==> src/sv/ssp_pkg.sv <==
// ----------------------------------------------------------------------------
// Servo sweep pattern generator package
// Shared widths, register map, reset values and the configuration bundle.
// ----------------------------------------------------------------------------
package ssp_pkg;

	localparam int unsigned ValW   = 16;
	localparam int unsigned StepW  = 12;
	localparam int unsigned CountW = 7;
	localparam int unsigned ProdW  = CountW + StepW;
	localparam int unsigned AmpW   = ProdW + 1;
	localparam int unsigned PatW   = AmpW + 3;
	localparam int unsigned AddrW  = 5;
	localparam int unsigned DataW  = 32;

	typedef enum logic [2:0] {
		REG_PULSE_MIN    = 3'd0,
		REG_PULSE_MAX    = 3'd1,
		REG_CENTER_VALUE = 3'd2,
		REG_STEP_SIZE    = 3'd3,
		REG_STEP_COUNT   = 3'd4,
		REG_DWELL_TICKS  = 3'd5,
		REG_MOTOR_MODE   = 3'd6
	} reg_idx_t;

	localparam logic [ValW-1:0]   RstPulseMin   = 16'd1000;
	localparam logic [ValW-1:0]   RstPulseMax   = 16'd2000;
	localparam logic [ValW-1:0]   RstCenter     = 16'd1500;
	localparam logic [StepW-1:0]  RstStepSize   = 12'd62;
	localparam logic [CountW-1:0] RstStepCount  = 7'd8;
	localparam logic [ValW-1:0]   RstDwellTicks = 16'd40;
	localparam logic              RstMotorMode  = 1'b0;

	typedef struct packed {
		logic [ValW-1:0]   pulse_min;
		logic [ValW-1:0]   pulse_max;
		logic [ValW-1:0]   center_value;
		logic [StepW-1:0]  step_size;
		logic [CountW-1:0] step_count;
		logic [ValW-1:0]   dwell_ticks;
		logic              motor_mode;
	} cfg_t;

endpackage

==> src/sv/ssp_if.sv <==
// ----------------------------------------------------------------------------
// Servo sweep pattern generator channels
// Tick input channel and setpoint result channel with valid/ready handshake.
// ----------------------------------------------------------------------------
interface ssp_in_if;
	logic                     valid;
	logic                     ready;
	logic                     start_run;
	logic                     load_manual;
	logic [ssp_pkg::ValW-1:0] manual_value;

	modport source (output valid, output start_run, output load_manual,
		output manual_value, input ready);
	modport sink (input valid, input start_run, input load_manual,
		input manual_value, output ready);
endinterface

interface ssp_out_if;
	logic                     valid;
	logic                     ready;
	logic [ssp_pkg::ValW-1:0] setpoint;
	logic                     run_active;

	modport source (output valid, output setpoint, output run_active, input ready);
	modport sink (input valid, input setpoint, input run_active, output ready);
endinterface

==> src/sv/ssp_regs.sv <==
// ----------------------------------------------------------------------------
// Servo sweep pattern generator register file
// APB-style configuration registers with read-back.
// ----------------------------------------------------------------------------
module ssp_regs (
	input  logic                      clk,
	input  logic                      arst_n,
	input  logic                      psel,
	input  logic                      penable,
	input  logic                      pwrite,
	input  logic [ssp_pkg::AddrW-1:0] paddr,
	input  logic [ssp_pkg::DataW-1:0] pwdata,
	output logic [ssp_pkg::DataW-1:0] prdata,
	output logic                      pready,
	output ssp_pkg::cfg_t             cfg
);

	ssp_pkg::cfg_t     cfg_q;
	ssp_pkg::reg_idx_t idx;
	logic              wr_en;

	assign pready = 1'b1;
	assign idx    = ssp_pkg::reg_idx_t'(paddr[ssp_pkg::AddrW-1:2]);
	assign wr_en  = psel & penable & pwrite & pready;
	assign cfg    = cfg_q;

	always_ff @(posedge clk or negedge arst_n) begin
		if (!arst_n) begin
			cfg_q.pulse_min    <= ssp_pkg::RstPulseMin;
			cfg_q.pulse_max    <= ssp_pkg::RstPulseMax;
			cfg_q.center_value <= ssp_pkg::RstCenter;
			cfg_q.step_size    <= ssp_pkg::RstStepSize;
			cfg_q.step_count   <= ssp_pkg::RstStepCount;
			cfg_q.dwell_ticks  <= ssp_pkg::RstDwellTicks;
			cfg_q.motor_mode   <= ssp_pkg::RstMotorMode;
		end else if (wr_en) begin
			case (idx)
				ssp_pkg::REG_PULSE_MIN:    cfg_q.pulse_min    <= pwdata[ssp_pkg::ValW-1:0];
				ssp_pkg::REG_PULSE_MAX:    cfg_q.pulse_max    <= pwdata[ssp_pkg::ValW-1:0];
				ssp_pkg::REG_CENTER_VALUE: cfg_q.center_value <= pwdata[ssp_pkg::ValW-1:0];
				ssp_pkg::REG_STEP_SIZE:    cfg_q.step_size    <= pwdata[ssp_pkg::StepW-1:0];
				ssp_pkg::REG_STEP_COUNT:   cfg_q.step_count   <= pwdata[ssp_pkg::CountW-1:0];
				ssp_pkg::REG_DWELL_TICKS:  cfg_q.dwell_ticks  <= pwdata[ssp_pkg::ValW-1:0];
				ssp_pkg::REG_MOTOR_MODE:   cfg_q.motor_mode   <= pwdata[0];
				default: ;
			endcase
		end
	end

	always_comb begin
		prdata = '0;
		case (idx)
			ssp_pkg::REG_PULSE_MIN:    prdata[ssp_pkg::ValW-1:0]   = cfg_q.pulse_min;
			ssp_pkg::REG_PULSE_MAX:    prdata[ssp_pkg::ValW-1:0]   = cfg_q.pulse_max;
			ssp_pkg::REG_CENTER_VALUE: prdata[ssp_pkg::ValW-1:0]   = cfg_q.center_value;
			ssp_pkg::REG_STEP_SIZE:    prdata[ssp_pkg::StepW-1:0]  = cfg_q.step_size;
			ssp_pkg::REG_STEP_COUNT:   prdata[ssp_pkg::CountW-1:0] = cfg_q.step_count;
			ssp_pkg::REG_DWELL_TICKS:  prdata[ssp_pkg::ValW-1:0]   = cfg_q.dwell_ticks;
			ssp_pkg::REG_MOTOR_MODE:   prdata[0]                   = cfg_q.motor_mode;
			default:                   prdata = '0;
		endcase
	end

endmodule

==> src/sv/ssp_step.sv <==
// ----------------------------------------------------------------------------
// Servo sweep pattern generator step engine
// Input register, run state, pattern arithmetic, clamp and result register.
// ----------------------------------------------------------------------------
module ssp_step (
	input  logic          clk,
	input  logic          arst_n,
	input  ssp_pkg::cfg_t cfg,
	ssp_in_if.sink        in_ch,
	ssp_out_if.source     out_ch
);

	localparam int unsigned ValW   = ssp_pkg::ValW;
	localparam int unsigned CountW = ssp_pkg::CountW;
	localparam int unsigned ProdW  = ssp_pkg::ProdW;
	localparam int unsigned AmpW   = ssp_pkg::AmpW;
	localparam int unsigned PatW   = ssp_pkg::PatW;

	logic              valid_s1;
	logic              start_s1;
	logic              load_s1;
	logic [ValW-1:0]   manual_s1;

	logic              out_valid_q;
	logic [ValW-1:0]   out_setpoint_q;
	logic              out_run_q;

	logic [ValW-1:0]   setpoint_q;
	logic              running_q;
	logic [CountW-1:0] step_index_q;
	logic [ValW-1:0]   tick_count_q;

	logic              advance;
	logic              starting;
	logic              run_now;
	logic [CountW-1:0] idx_eff;
	logic [ValW-1:0]   tick_eff;
	logic [ValW-1:0]   tick_inc;
	logic              active;
	logic              ramp_up;
	logic [CountW-1:0] mult_sel;
	logic [ProdW-1:0]  prod;
	logic [AmpW-1:0]   amp;
	logic signed [PatW-1:0] center_x;
	logic signed [PatW-1:0] pattern;
	logic signed [PatW-1:0] value;
	logic signed [PatW-1:0] lo_x;
	logic signed [PatW-1:0] hi_x;
	logic [ValW-1:0]   clamped;
	logic              running_d;
	logic [CountW-1:0] step_index_d;
	logic [ValW-1:0]   tick_count_d;

	assign advance      = valid_s1 & (~out_valid_q | out_ch.ready);
	assign in_ch.ready  = ~valid_s1 | advance;
	assign out_ch.valid = out_valid_q;
	assign out_ch.setpoint   = out_setpoint_q;
	assign out_ch.run_active = out_run_q;

	always_ff @(posedge clk or negedge arst_n) begin
		if (!arst_n) begin
			valid_s1 <= 1'b0;
		end else if (in_ch.ready) begin
			valid_s1 <= in_ch.valid;
		end
	end

	always_ff @(posedge clk) begin
		if (in_ch.ready & in_ch.valid) begin
			start_s1  <= in_ch.start_run;
			load_s1   <= in_ch.load_manual;
			manual_s1 <= in_ch.manual_value;
		end
	end

	always_comb begin
		starting = start_s1 & ~running_q;
		run_now  = running_q | start_s1;
		idx_eff  = starting ? '0 : step_index_q;
		tick_eff = starting ? '0 : tick_count_q;
		active   = run_now & (idx_eff < cfg.step_count);
		tick_inc = tick_eff + 1'b1;

		ramp_up  = idx_eff < (cfg.step_count >> 1);
		mult_sel = (cfg.motor_mode & ~ramp_up) ? (cfg.step_count - idx_eff) : idx_eff;
		prod     = ProdW'(mult_sel) * ProdW'(cfg.step_size);
		amp      = cfg.motor_mode ? {prod, 1'b0} : {1'b0, prod};
		center_x = signed'(PatW'(cfg.center_value));
		if (~cfg.motor_mode & ~idx_eff[0]) begin
			pattern = center_x - signed'(PatW'(amp));
		end else begin
			pattern = center_x + signed'(PatW'(amp));
		end

		running_d    = running_q;
		step_index_d = step_index_q;
		tick_count_d = tick_count_q;
		if (active) begin
			value        = pattern;
			running_d    = 1'b1;
			step_index_d = idx_eff;
			tick_count_d = tick_inc;
			if (tick_inc > cfg.dwell_ticks) begin
				tick_count_d = '0;
				step_index_d = idx_eff + 1'b1;
			end
		end else if (run_now) begin
			value        = center_x;
			running_d    = 1'b0;
			step_index_d = '0;
			tick_count_d = tick_eff;
		end else begin
			value = signed'(PatW'(load_s1 ? manual_s1 : setpoint_q));
		end

		lo_x = signed'(PatW'(cfg.pulse_min));
		hi_x = signed'(PatW'(cfg.pulse_max));
		if (value > hi_x) begin
			clamped = cfg.pulse_max;
		end else if (value < lo_x) begin
			clamped = cfg.pulse_min;
		end else begin
			clamped = value[ValW-1:0];
		end
	end

	always_ff @(posedge clk or negedge arst_n) begin
		if (!arst_n) begin
			setpoint_q   <= ssp_pkg::RstCenter;
			running_q    <= 1'b0;
			step_index_q <= '0;
			tick_count_q <= '0;
			out_valid_q  <= 1'b0;
		end else begin
			if (advance) begin
				setpoint_q   <= clamped;
				running_q    <= running_d;
				step_index_q <= step_index_d;
				tick_count_q <= tick_count_d;
				out_valid_q  <= 1'b1;
			end else if (out_ch.ready) begin
				out_valid_q  <= 1'b0;
			end
		end
	end

	always_ff @(posedge clk) begin
		if (advance) begin
			out_setpoint_q <= clamped;
			out_run_q      <= running_d;
		end
	end

`ifndef SYNTHESIS
	a_idle_index_clear: assert property (@(posedge clk) disable iff (!arst_n)
		!running_q |-> step_index_q == '0)
		else $error("step index not cleared outside a run");
	a_result_matches_state: assert property (@(posedge clk) disable iff (!arst_n)
		advance |=> (out_setpoint_q == setpoint_q) && (out_run_q == running_q))
		else $error("result register disagrees with stored state");
	a_advance_fills_output: assert property (@(posedge clk) disable iff (!arst_n)
		advance |=> out_valid_q)
		else $error("processed tick produced no result");
	a_stalled_input_kept: assert property (@(posedge clk) disable iff (!arst_n)
		valid_s1 && !advance |=> valid_s1)
		else $error("input register lost a pending tick");
`endif

endmodule

==> src/sv/servo_sweep_pattern_generator_unit.sv <==
// ----------------------------------------------------------------------------
// Servo sweep pattern generator
// Produces one clamped actuator setpoint per tick, sweeping around a centre.
// ----------------------------------------------------------------------------
// Channel   Direction  Payload
// in_ch     sink       start_run, load_manual, manual_value
// out_ch    source     setpoint, run_active
// APB       slave      seven configuration registers at 4*index
//
// One tick is accepted every cycle while the result is not stalled; each tick
// passes through the input register and then the result register.
// The rate is set by the single multiply, add and clamp between the input
// register and the result register.
// Reset clears the run state and sets the stored setpoint to 1500.
// A stalled result holds the input register; a new tick is still taken when
// the result is taken in the same cycle.
// ----------------------------------------------------------------------------
module servo_sweep_pattern_generator_unit (
	input  logic                      clk,
	input  logic                      arst_n,
	ssp_in_if.sink                    in_ch,
	ssp_out_if.source                 out_ch,
	input  logic                      psel,
	input  logic                      penable,
	input  logic                      pwrite,
	input  logic [ssp_pkg::AddrW-1:0] paddr,
	input  logic [ssp_pkg::DataW-1:0] pwdata,
	output logic [ssp_pkg::DataW-1:0] prdata,
	output logic                      pready
);

	ssp_pkg::cfg_t cfg;

	ssp_regs u_regs (
		.clk     (clk),
		.arst_n  (arst_n),
		.psel    (psel),
		.penable (penable),
		.pwrite  (pwrite),
		.paddr   (paddr),
		.pwdata  (pwdata),
		.prdata  (prdata),
		.pready  (pready),
		.cfg     (cfg)
	);

	ssp_step u_step (
		.clk    (clk),
		.arst_n (arst_n),
		.cfg    (cfg),
		.in_ch  (in_ch),
		.out_ch (out_ch)
	);

endmodule

==> src/flat_wrapper.sv <==
// flat-port wrapper written by rule: the top's interface ports become plain ports
module servo_sweep_pattern_generator_unit_flat 
  (clk, arst_n, psel, penable, pwrite, paddr, pwdata, prdata, pready, in_ch_valid, in_ch_start_run, in_ch_load_manual, in_ch_manual_value, in_ch_ready, out_ch_valid, out_ch_setpoint, out_ch_run_active, out_ch_ready);
  ssp_in_if in_ch_i ();
  ssp_out_if out_ch_i ();
  input  logic clk;
  input  logic arst_n;
  input  logic psel;
  input  logic penable;
  input  logic pwrite;
  input  logic [ssp_pkg::AddrW-1:0] paddr;
  input  logic [ssp_pkg::DataW-1:0] pwdata;
  output logic [ssp_pkg::DataW-1:0] prdata;
  output logic pready;
  input wire logic [$bits(in_ch_i.valid)-1:0] in_ch_valid;
  input wire logic [$bits(in_ch_i.start_run)-1:0] in_ch_start_run;
  input wire logic [$bits(in_ch_i.load_manual)-1:0] in_ch_load_manual;
  input wire logic [$bits(in_ch_i.manual_value)-1:0] in_ch_manual_value;
  output wire logic [$bits(in_ch_i.ready)-1:0] in_ch_ready;
  output wire logic [$bits(out_ch_i.valid)-1:0] out_ch_valid;
  output wire logic [$bits(out_ch_i.setpoint)-1:0] out_ch_setpoint;
  output wire logic [$bits(out_ch_i.run_active)-1:0] out_ch_run_active;
  input wire logic [$bits(out_ch_i.ready)-1:0] out_ch_ready;
  assign in_ch_i.valid = in_ch_valid;
  assign in_ch_i.start_run = in_ch_start_run;
  assign in_ch_i.load_manual = in_ch_load_manual;
  assign in_ch_i.manual_value = in_ch_manual_value;
  assign in_ch_ready = in_ch_i.ready;
  assign out_ch_valid = out_ch_i.valid;
  assign out_ch_setpoint = out_ch_i.setpoint;
  assign out_ch_run_active = out_ch_i.run_active;
  assign out_ch_i.ready = out_ch_ready;
  servo_sweep_pattern_generator_unit u_core (.clk(clk), .arst_n(arst_n), .in_ch(in_ch_i), .out_ch(out_ch_i), .psel(psel), .penable(penable), .pwrite(pwrite), .paddr(paddr), .pwdata(pwdata), .prdata(prdata), .pready(pready));
endmodule
==> config.mk <==
export PLATFORM = sky130hd
export DESIGN_NAME = servo_sweep_pattern_generator_unit_flat
export DESIGN_NICKNAME = d
export VERILOG_FILES = /design/src/sv/ssp_pkg.sv /design/src/sv/ssp_if.sv /design/src/sv/ssp_regs.sv /design/src/sv/ssp_step.sv /design/src/sv/servo_sweep_pattern_generator_unit.sv /design/src/flat_wrapper.sv
export SDC_FILE = /design/constraint.sdc
export NUM_CORES = 1
export LEC_CHECK = 0
export ABC_AREA = 0
export BUFFER_PORTS_ARGS = -buffer_cell sky130_fd_sc_hd__buf_2
export CORE_MARGIN = 1.5
export CORE_UTILIZATION = 52
export DETAILED_ROUTE_END_ITERATION = 8
export PLACE_DENSITY = 0.71
export SLEW_MARGIN = 0
export SYNTH_ARGS = -nofsm -noshare
export SYNTH_HDL_FRONTEND = slang
export SYNTH_SLANG_ARGS = --single-unit
==> constraint.sdc <==
create_clock -name clk -period 14.3 [get_ports clk]
set_input_delay 1.43 -clock clk [delete_from_list [all_inputs] [get_ports clk]]
set_output_delay 1.43 -clock clk [all_outputs]
set_load 0.02 [all_outputs]
==> impl_results.md, run 1 <==
* Final-report hold violation count at 0
* Area of the multi-input gates at 9460 sq um
* Skew-Pair Late Insertion Delay at 0.43 ns
* Max-slew violations at 0
* CTS clock-pin slew for the worst setup and hold paths at 0.06 ns
* Vias/cell at 6.00
* Netlist cell types at 84
* Pwr dens at 155 nW/um^2
* CP Max Fanout at 20
* Syn Inst Count at 1,596
* Comb pwr share at 51.5%
* Number of CTS-inserted buffers at 17
* Gr ovfl total at 0
* Die Wd at 170 um
* Area of the core at 27,600 sq um
* Layout cell share with drive strength beyond 1 at 15.7%
* Starting Density at 52.7%
* 1st-iter DRT viols at 895
* All-Layer GR Usage at 27.9%
* Largest net degree at the start of global routing at 65
* Worst Path Required at 14.47 ns
* Status: completed
* Post-DP Area at 15,200 sq um
* WL per Instance at 19.3 um
* Ranking of synthesized cells by area: dfrtp_1 (16%), ha_1 (11%), edfxtp_1 (7.2%)
* IO buf count at 78
* CTS resizes at 0
* Hold Crit Class: flop to flop
* Layout overhead on the synthesized area at 8.43%
* Clk sinks at 161
* Cell Count, Final, Fillers Out at 2,030
* Power share of the clock group at 18.0%
* H-tree depth at 4
* Worst slew margin at 25.4%
* Initial antenna violation count at 0
* HPWL Detailed at 30.2 mm
* Synth area leader: dfrtp_1
* Final Core Density at 57.1%
* Hold-fix buffers at CTS at 0
* Fillers at 2,483
* Asr flop ratio synth at 78.3%
* Vias in the first global route at 11,900
* Bufs on Longest Clock Path at 2
* Slowest CP cell: mux2i_1
* Reg power frac at 30.5%
* Setup crit start kind: flop
* Fmax achieved at 0.0772 GHz
* Top-count cell post-synth: nand2_1
* Ant diodes at 0
* Routability cong. at 0.951
* Crit end category: flop
* Post-CTS Setup Repair Bufs at 0
* Most used DFF post-synth: dfrtp_1
* IO Count at 114
* Detailed Route WL at 39.2 mm
* DRC viols at 0
* Final Skew at 0.00694 ns
* FF+latch count, synth at 161
* Dpl ws at 1.55 ns
* CTS tree: done
* Worst Path Arrival at 13.13 ns
* Hold_ws at 0.472 ns
* Worst-Margin Slew at 1.12 ns
* Chip Height at 170 um
* Antenna-violating nets left at 0
* Root Buffer: clkbuf_16
* Synth warn at 0
* Slowest Stage Delay on Critical Path at 0.86 ns
* Setup_tns at 0 ns
* Max Cap Viol at 0
* Via Count at 12,200
* Net Sw Frac at 44.0%
* Sequential area share after synthesis at 29.2%
* Unrepaired setup endpoints after global routing: false
* Register area at 4250 sq um
* Top-area cell type share of the netlist area at 15.8%
* Number of enable flip-flop cells after synthesis at 35
* Design Area, Final at 15,800 sq um
* Fin nets at 1,882
* VDD IR max at 0.155 mV
* WS Path Type: flop to flop
* Syn Area/Cell at 9.12 sq um
* Tot Pwr at 2.45 mW
* First-pass GRT wire length at 62.5 mm
* Post-route setup slack at 1.35 ns
* Die area at 29,000 sq um
* P_leak at 7.21 nW
* Final min period at 12.95 ns
* Pre-Repair DR Iteration Count at 5
* Setup violation total in the final timing report at 0
* Row cnt at 61
* Netlist Area Pre-Place at 14,600 sq um
* Power Internal at 1.37 mW
* Commonest cells in the netlist: nand2_1 (142), inv_1 (133), ha_1 (129)
* Tcrit/Tclk final at 90.6%
* Switch Pwr at 1.08 mW
* Placed cells at 1,998
[cell usage in the layout, fill, tap and decap left out, drive strengths merged, types with 4 or more instances in the layout]
master,n
mux2i,49
a211oi,19
o22ai,28
mux4,4
a21oi,90
nand2,142
and2,25
nand2b,39
o21a,16
xor2,21
ha,129
o21ai,115
o41ai,4
conb,17
o31ai,17
o221ai,5
nand4,13
nor2,106
a22o,14
clkinv,4
nor2b,60
fa,52
o21bai,6
o211ai,19
mux2,67
xnor2,36
or3,12
inv,135
a31oi,13
dfrtp,92
edfxtp,35
nand3,17
a21o,27
nor3,13
buf,97
clkbuf,25
dfstp,34
a22oi,4
[critical path, delay by kind of cell (launching register included)]
family | cells | cell delay (ns)
adders and majority gates | 10 | 4.19
AOI/OAI and AO/OA | 12 | 2.69
buffers and inverters | 3 | 0.38
xor gates and xnor gates | 2 | 0.31
and+or+nand+nor | 15 | 3.41
DFF | 1 | 0.54
muxes | 2 | 1.16
[worst paths after layout]
kind                                              from                                to  slack (ns)  cells after the start
hold reg to reg            u_core.u_step.setpoint_q[7]       u_core.u_step.setpoint_q[7]        0.47                      2
setup / recovery                u_core.u_step.start_s1  u_core.u_step.out_ch.setpoint[6]        1.35                     44
min in group asynchronous                       arst_n     u_core.u_step.step_index_q[6]        1.09                      1
setup reg to reg                u_core.u_step.start_s1  u_core.u_step.out_ch.setpoint[6]        1.35                     44
max in group asynchronous                       arst_n      u_core.u_step.setpoint_q[12]       11.87                      2
hold / removal             u_core.u_step.setpoint_q[7]       u_core.u_step.setpoint_q[7]        0.47                      2
[final cells by class]
class	count	share of cell area (%)
multi-input cells	1229	59.9
clock buffers	25	3.31
well taps	378	3.00
repair buffers	97	3.39
clock inverters	7	0.293
inverters	133	3.16
flip-flops and latches	161	26.9
[logic make-up (layout without fill, tap and decap cells)]
family / count (synthesis) / count (layout) / share of synthesized area (%)
buffers and inverters: 221 / 262 / 6.34
other: 2 / 17 / 0.0516
AO/OA/AOI/OAI: 404 / 404 / 18.4
XOR/XNOR: 57 / 57 / 3.43
multiplexers: 120 / 120 / 9.25
flip-flops: 161 / 161 / 29.2
AND/OR/NAND/NOR: 447 / 447 / 14.9
adder cells (fa/ha/maj): 184 / 184 / 18.4
[power groups by stage]
stage / logic, mW / registers, mW / clock network (mW)
2_1_floorplan: 0.924 / 0.725 / 0
3_3_place_gp: 1.20 / 0.746 / 0
3_5_place_dp: 1.23 / 0.749 / 0
4_1_cts: 1.24 / 0.742 / 0.446
5_1_grt: 1.39 / 0.754 / 0.463
6_report: 1.26 / 0.746 / 0.441
[registers in the layout (all words and copies together) (netlist names)]
register and cells:
u_core.u_regs.cfg 84, u_core.u_step.valid_s1 1, u_core.u_step.step_index_q 7, u_core.u_step.out_ch.valid 1
u_core.u_step.tick_count_q 16, u_core.u_step.setpoint_q 16, u_core.u_step.load_s1 1, u_core.u_step.running_q 1
u_core.u_step.manual_s1 16, u_core.u_step.out_ch.run_active 1, u_core.u_step.start_s1 1, u_core.u_step.out_ch.setpoint 16
[per-layer routing]
metal / global-route usage, % / up-vias / wire, um
met2: 47.6 / 431 / 19000
met4: 11.1 / 0 / 1330
li1: - / 5656 / -
met1: 35.6 / 6004 / 16400
met5: 0 / - / 0
met3: 3.70 / 79 / 2500
Note: power is estimated with default switching activity, not from simulation.
==> inputs of run 2 (changes only) <==
--- a/config.mk
+++ b/config.mk
@@ -7,6 +7,7 @@
 export LEC_CHECK = 0
 export ABC_AREA = 0
 export BUFFER_PORTS_ARGS = -buffer_cell sky130_fd_sc_hd__buf_2
+export CAP_MARGIN = 20
 export CORE_MARGIN = 1.5
 export CORE_UTILIZATION = 52
 export DETAILED_ROUTE_END_ITERATION = 8
==> constraint.sdc (replaced) <==
create_clock -name clk -period 15.9 [get_ports clk]
set_input_delay 1.59 -clock clk [delete_from_list [all_inputs] [get_ports clk]]
set_output_delay 1.59 -clock clk [all_outputs]
set_load 0.02 [all_outputs]
==> run 2 against run 1 <==
- via count rose by 0.12%
- worst setup slack improved by 1.5 ns
- utilization rose by 0.059 points
- final area rose by 0.10%
- critical endpoint unchanged
- largest power group unchanged
- wire length rose by 0.60%
==> impl_results.md, run 2 (same netlist as run 1, synthesis figures left out) <==
* Routability cong. at 0.954 (+0.34%)
* Layout overhead on the synthesized area at 8.55%
* Final Skew at 0.00905 ns (+0.00211 ns)
* Cell Count, Final, Fillers Out at 2,030 (unchanged)
* Slowest CP cell: a31oi_1
* Final-report hold violation count at 0 (unchanged)
* HPWL Detailed at 30.1 mm (-0.30%)
* IO buf count at 78 (unchanged)
* Commonest non-fill, non-tap cell in the layout: nand2_1
* Fin nets at 1,881 (-0.053%)
* Hold depth at 2 (unchanged)
* Worst Path Required at 16.08 ns (+1.61 ns)
* Pre-Repair DR Iteration Count at 6 (+1)
* Hold-fix buffers at CTS at 0 (unchanged)
* Hold endpoint: u_core.u_step.setpoint_q[4]
* Largest net degree at the start of global routing at 66 (+1.5%)
* CTS tree: done
* Starting Density at 52.7% (unchanged)
* Area of the core at 27,600 sq um (unchanged)
* WS Path Type: flop to flop
* Number of CTS-inserted buffers at 17 (unchanged)
* Commonest non-fill, non-tap cells in the layout: nand2_1 (142), inv_1 (133), ha_1 (129), o21ai_0 (106), nor2_1 (105)
* Hold path startpoint: u_core.u_step.setpoint_q[4]
* CTS resizes at 0 (unchanged)
* Max reg flops at 84 (unchanged)
* Fmax achieved at 0.0767 GHz (-0.70%)
* RR Startpoint: u_core.u_step.start_s1
* Setup crit start kind: flop
* Post-route setup slack at 2.86 ns (+1.51 ns)
* Crit end category: flop
* Dpl ws at 3.13 ns (+1.58 ns)
* Grt met3 use at 3.58% (-0.12 points)
* Global Route met1 Usage at 36.1% (+0.49 points)
* Vias/cell at 6.00 (+0.12%)
* Gr ovfl total at 0 (unchanged)
* Worst reg-to-reg setup slack at 2.86 ns (+1.51 ns)
* Hold Crit Class: flop to flop
* Bufs on Longest Clock Path at 2 (unchanged)
* Root Buffer: clkbuf_16
* First-pass GRT wire length at 62.5 mm (unchanged)
* Hold_ws at 0.471 ns (-0.000124 ns)
* Setup violation total in the final timing report at 0 (unchanged)
* Worst slew margin at 22.5% (-2.8 points)
* Worst-Margin Slew at 1.16 ns (+0.0396 ns)
* Max-slew violations at 0 (unchanged)
* DRC viols at 0 (unchanged)
* Skew-Pair Late Insertion Delay at 0.44 ns (about the same)
* Setup_tns at 0 ns (unchanged)
* R2R depth at 44 (unchanged)
* Initial antenna violation count at 0 (unchanged)
* Slowest Stage Delay on Critical Path at 0.93 ns (+0.07 ns)
* Worst Path Arrival at 13.22 ns (+0.09 ns)
* Clk sinks at 161 (unchanged)
* P_leak at 7.21 nW (about the same)
* CTS clock-pin slew for the worst setup and hold paths at 0.06 ns (about the same)
* GR Util met2 at 47.3% (-0.36 points)
* Layout cell share with drive strength beyond 1 at 15.6% (-0.11 points)
* Via Count at 12,200 (+0.12%)
* Antenna-violating nets left at 0 (unchanged)
* Tcrit/Tclk final at 82.0% (-8.5 points)
* All-Layer GR Usage at 28.0% (+0.10 points)
* Placed cells at 1,996 (-0.10%)
* Chip Height at 170 um (unchanged)
* H-tree depth at 4 (unchanged)
* Detailed Route WL at 39.4 mm (+0.60%)
* Final min period at 13.04 ns (+0.0914 ns)
* Die area at 29,000 sq um (unchanged)
* IO Count at 114 (unchanged)
* Vias in the first global route at 11,800 (-1.2%)
* Tot Pwr at 2.22 mW (-9.4%)
* Max Cap Viol at 0 (unchanged)
* VDD IR max at 0.143 mV (-8.0%)
* 1st-iter DRT viols at 916 (+2.3%)
* RR Endpoint: u_core.u_step.out_ch.setpoint[6]
* GRT Max-Usage Layer: met2
* Pwr dens at 140 nW/um^2 (-9.5%)
* Fillers at 2,571 (+3.5%)
* Post-CTS Setup Repair Bufs at 0 (unchanged)
* Status: completed
* CP Max Fanout at 20 (unchanged)
* WL per Instance at 19.4 um (+0.60%)
* Row cnt at 61 (unchanged)
* Die Wd at 170 um (unchanged)
* Unrepaired setup endpoints after global routing: false
run 2: layout make-up:
cell class / count / area (sq um) / share of cell area (%)
sequential: 161 / 4250 / 26.9
clock inverter: 9 / 108 / 0.681
tap: 378 / 473 / 2.99
inverter: 133 / 499 / 3.16
timing repair buffer: 96 / 528 / 3.34
clock buffer: 23 / 483 / 3.06
antenna: 1 / 2.50 / 0.0158
multi-input combinational: 1229 / 9460 / 59.9
run 2: how the worst max path moves through the flow:
| stage | startpoint | endpoint | slack (ns) | cells past startpoint |
|---|---|---|---|---|
| after floorplan | u_core.u_step.start_s1 | u_core.u_step.out_ch.setpoint[8] | 5.09 | 47 |
| final | u_core.u_step.start_s1 | u_core.u_step.out_ch.setpoint[6] | 2.86 | 44 |
| after detailed placement | u_core.u_step.start_s1 | u_core.u_step.out_ch.setpoint[6] | 3.13 | 44 |
| after CTS | u_core.u_step.start_s1 | u_core.u_step.out_ch.setpoint[6] | 3.05 | 44 |
| after global placement | u_core.u_step.start_s1 | u_core.u_step.out_ch.setpoint[2] | 3.25 | 44 |
| after global routing | u_core.u_step.start_s1 | u_core.u_step.out_ch.setpoint[6] | 2.19 | 44 |
run 2: where the power goes:
group          switching, mW  total, mW  leakage (nW)  internal (mW)
logic                  0.691       1.13          5.09          0.441
registers              0.111      0.673          1.84          0.562
clock network          0.168      0.414         0.286          0.246
total                  0.970       2.22          7.21           1.25
run 2: critical path, delay by kind of cell (launching register included):
kind,cells,cell delay [ns]
XOR/XNOR,2,0.31
buffers and inverters,3,0.36
AO/OA/AOI/OAI,13,3.66
multiplexers,1,0.31
AND/OR/NAND/NOR,15,3.41
adder cells (fa/ha/maj),10,4.15
flip-flops,1,0.54
run 2: routing by layer:
metal | routed length (um) | vias to the layer above | part of all wire, %
met5 | 0 | - | 0
met4 | 1460 | 0 | 3.7
met3 | 2490 | 96 | 6.3
met2 | 19200 | 432 | 49
met1 | 16200 | 5993 | 41
li1 | - | 5664 | -
run 2: stage by stage:
stage,instance area (sq um),util (%)
final,15800,57.2
after global routing,15800,57.2
after CTS,15800,57.1
after detailed placement,15200,55.0
after global placement,15200,55.0
after floorplan,14600,-
==> inputs of run 3 (changes only) <==
--- a/config.mk
+++ b/config.mk
@@ -5,13 +5,13 @@
 export SDC_FILE = /design/constraint.sdc
 export NUM_CORES = 1
 export LEC_CHECK = 0
-export ABC_AREA = 0
+export ABC_AREA = 1
 export BUFFER_PORTS_ARGS = -buffer_cell sky130_fd_sc_hd__buf_2
 export CAP_MARGIN = 20
 export CORE_MARGIN = 1.5
 export CORE_UTILIZATION = 52
 export DETAILED_ROUTE_END_ITERATION = 8
-export PLACE_DENSITY = 0.71
+export PLACE_DENSITY = 0.73
 export SLEW_MARGIN = 0
 export SYNTH_ARGS = -nofsm -noshare
 export SYNTH_HDL_FRONTEND = slang
==> constraint.sdc (replaced) <==
create_clock -name clk -period 10.85 [get_ports clk]
set_input_delay 1.085 -clock clk [delete_from_list [all_inputs] [get_ports clk]]
set_output_delay 1.085 -clock clk [all_outputs]
set_load 0.02 [all_outputs]
==> run 3 against run 2 <==
- synthesized area is 0.62% higher
- critical path type unchanged
- highest routed layer unchanged
- flip-flop and latch count unchanged
- first-iteration DRC count is 70% higher
- largest power group unchanged
- utilization increased by 0.34 points
- wire length is 11% higher
==> impl_results.md, run 3 <==
* Row cnt at 61 (unchanged)
* GRT Max-Usage Layer: met2
* Ranking of synthesized cells by area: dfrtp_1 (16%), nand2_1 (12%), ha_1 (11%)
* WS Path Type: flop to flop
* Hold-fix buffers at CTS at 0 (unchanged)
* Cell Count, Final, Fillers Out at 2,422 (+19%)
* Commonest non-fill, non-tap cells in the layout: nand2_1 (460), inv_1 (307), o21ai_0 (164), nor2_1 (157), ha_1 (127)
* Final Skew at 0.0149 ns (+0.00583 ns)
* Tot Pwr at 4.34 mW (+96%)
* Final-report hold violation count at 0 (unchanged)
* Asr flop ratio synth at 78.3% (unchanged)
* Worst-Margin Slew at 0.986 ns (-0.171 ns)
* Fin nets at 2,273 (+21%)
* VDD IR max at 0.165 mV (+15%)
* Vias/cell at 5.62 (-6.5%)
* Detailed Route WL at 43.7 mm (+11%)
* Fillers at 2,580 (+0.35%)
* Chip Height at 171 um (+0.31%)
* Vias in the first global route at 12,900 (+9.2%)
* GR Util met2 at 49.2% (+1.9 points)
* Synth warn at 0 (unchanged)
* Setup violation total in the final timing report at 0 (unchanged)
* Global Route met1 Usage at 41.1% (+5.0 points)
* Tcrit/Tclk final at 93.3% (+11 points)
* Syn Area/Cell at 7.43 sq um (-18%)
* Hold_ws at 0.471 ns (-0.000352 ns)
* Most Frequent Cell on Critical Path: nand2_1
* Pwr dens at 272 nW/um^2 (+94%)
* Max Cap Viol at 0 (unchanged)
* Top-area cell type share of the netlist area at 15.7% (-0.097 points)
* Slowest CP cell: fa_1
* H-tree depth at 4 (unchanged)
* Status: completed
* Netlist cell types at 67 (-20%)
* Fmax achieved at 0.0988 GHz (+29%)
* Netlist Area Pre-Place at 14,600 sq um (+0.62%)
* Skew-Pair Late Insertion Delay at 0.44 ns (about the same)
* All-Layer GR Usage at 30.6% (+2.7 points)
* Largest net degree at the start of global routing at 70 (+6.1%)
* IO buf count at 78 (unchanged)
* Final min period at 10.12 ns (-2.92 ns)
* Worst Path Arrival at 10.31 ns (-2.91 ns)
* FF+latch count, synth at 161 (unchanged)
* Top-count cell post-synth: nand2_1
* Antenna-violating nets left at 0 (unchanged)
* HPWL Detailed at 34.4 mm (+14%)
* Worst slew margin at 34.0% (+11 points)
* Routability cong. at 0.965 (+1.2%)
* Number of CTS-inserted buffers at 17 (unchanged)
* Starting Density at 52.7% (about the same)
* Design Area, Final at 16,000 sq um (+1.1%)
* CP Max Fanout at 18 (-10%)
* Dpl ws at 0.531 ns (-2.60 ns)
* Initial antenna violation count at 1 (+1)
* Slowest Stage Delay on Critical Path at 0.56 ns (-0.37 ns)
* Die area at 29,200 sq um (+0.61%)
* DRC viols at 0 (unchanged)
* IO Count at 114 (unchanged)
* CTS tree: done
* Syn Inst Count at 1,970 (+23%)
* Layout overhead on the synthesized area at 9.12%
* Most used DFF post-synth: dfrtp_1
* Sequential area share after synthesis at 29.0% (-0.18 points)
* Commonest non-fill, non-tap cell in the layout: nand2_1
* Max-slew violations at 0 (unchanged)
* P_leak at 8.10 nW (+12%)
* Post-route setup slack at 0.728 ns (-2.13 ns)
* Gr ovfl total at 0 (unchanged)
* WL per Instance at 18.0 um (-7.2%)
* Placed cells at 2,387 (+20%)
* Die Wd at 171 um (+0.31%)
* CTS clock-pin slew for the worst setup and hold paths at 0.07 ns (about the same)
* First-pass GRT wire length at 68.6 mm (+9.7%)
* Post-DP Area at 15,300 sq um (+0.74%)
* Worst Path Required at 11.04 ns (-5.04 ns)
* Via Count at 13,600 (+12%)
* Setup crit start kind: flop
* Grt met3 use at 5.97% (+2.4 points)
* Pre-Repair DR Iteration Count at 5 (-1)
* Layout cell share with drive strength beyond 1 at 12.5% (-3.1 points)
* Hold Crit Class: flop to flop
* Bufs on Longest Clock Path at 2 (unchanged)
* Crit end category: flop
* Synth area leader: dfrtp_1
* 1st-iter DRT viols at 1,559 (+70%)
* Area of the core at 27,800 sq um (+0.55%)
* Max reg flops at 84 (unchanged)
* Root Buffer: clkbuf_16
* Number of enable flip-flop cells after synthesis at 35 (unchanged)
* Clk sinks at 161 (unchanged)
* Commonest cells in the netlist: nand2_1 (460), inv_1 (308), o21ai_0 (169)
[run 3: cell count changes after synthesis, moves of 39 or more]
cell      previous run  this run
inv_1              133       308
mux2_2              64         0
mux2i_1             49         1
nand2_1            142       460
nand2b_1            39         0
nand3_1             17       102
nor2_1             106       160
nor2b_1             60         0
o21ai_0            107       169
[run 3: critical path: cells and delay by family, from the launching register on]
kind	cells	cell delay [ns]
adders and majority gates	7	3.10
AOI/OAI and AO/OA	14	2.87
and+or+nand+nor	18	2.21
buffers and inverters	8	0.85
xor gates and xnor gates	2	0.41
DFF	1	0.40
[run 3: cell type report]
| class | count | area (sq um) | area share (%) |
|---|---|---|---|
| multi-input cells | 1429 | 8860 | 55.4 |
| flip-flops and latches | 161 | 4250 | 26.6 |
| inverters | 323 | 1220 | 7.62 |
| repair buffers | 98 | 583 | 3.65 |
| well taps | 378 | 473 | 2.96 |
| clock buffers | 17 | 425 | 2.66 |
| clock inverters | 15 | 171 | 1.07 |
| diodes | 1 | 2.50 | 0.0157 |
[run 3: per-layer routing]
layer | wire length [um] | part of all wire, % | up-vias
li1 | - | - | 6483
met1 | 18200 | 42 | 6408
met2 | 19900 | 45 | 610
met3 | 4080 | 9.3 | 99
met4 | 1520 | 3.5 | 0
met5 | 0 | 0 | -
[run 3: what timing repair did]
item / in CTS / in global routing
setup buffers: 0 / 1
endpoints found under the setup margin: 0 / 32
gates resized for setup: 0 / 14
[run 3: path summary, 6_finish.rpt]
kind / to / cells after the start / from / slack, ns
max: u_core.u_step.out_ch.setpoint[4] / 49 / u_core.u_step.running_q / 0.73
min: u_core.u_step.setpoint_q[4] / 2 / u_core.u_step.setpoint_q[4] / 0.47
max reg2reg: u_core.u_step.out_ch.setpoint[4] / 49 / u_core.u_step.running_q / 0.73
min reg2reg: u_core.u_step.setpoint_q[4] / 2 / u_core.u_step.setpoint_q[4] / 0.47
max in group asynchronous: u_core.u_regs.cfg[30] / 2 / arst_n / 8.78
min in group asynchronous: u_core.u_step.valid_s1 / 1 / arst_n / 0.77
[run 3: logic make-up (layout without fill, tap and decap cells)]
kind of cell               Yosys count  count (layout)  synth area share [%]
muxes                                1               1                0.0684
other                                2              18                0.0513
adders and majority gates          181             181                  18.1
buffers and inverters              395             453                  11.2
and+or+nand+nor                    829             829                  24.9
AOI/OAI and AO/OA                  362             362                  14.4
DFF                                161             161                  29.0
xor gates and xnor gates            39              39                  2.33
[run 3: power by group]
group / leakage (nW) / internal, mW / switching (mW)
clock: 0.282 / 0.328 / 0.283
sequential: 1.79 / 0.858 / 0.138
combinational: 6.02 / 0.925 / 1.81
total: 8.10 / 2.11 / 2.23
[run 3: per-stage QoR]
step,TNS (ns),util (%)
2_1_floorplan,0,-
6_report,0,57.5
5_1_grt,-0.0263,57.5
3_3_place_gp,0,55.0
3_5_place_dp,0,55.1
4_1_cts,0,57.3
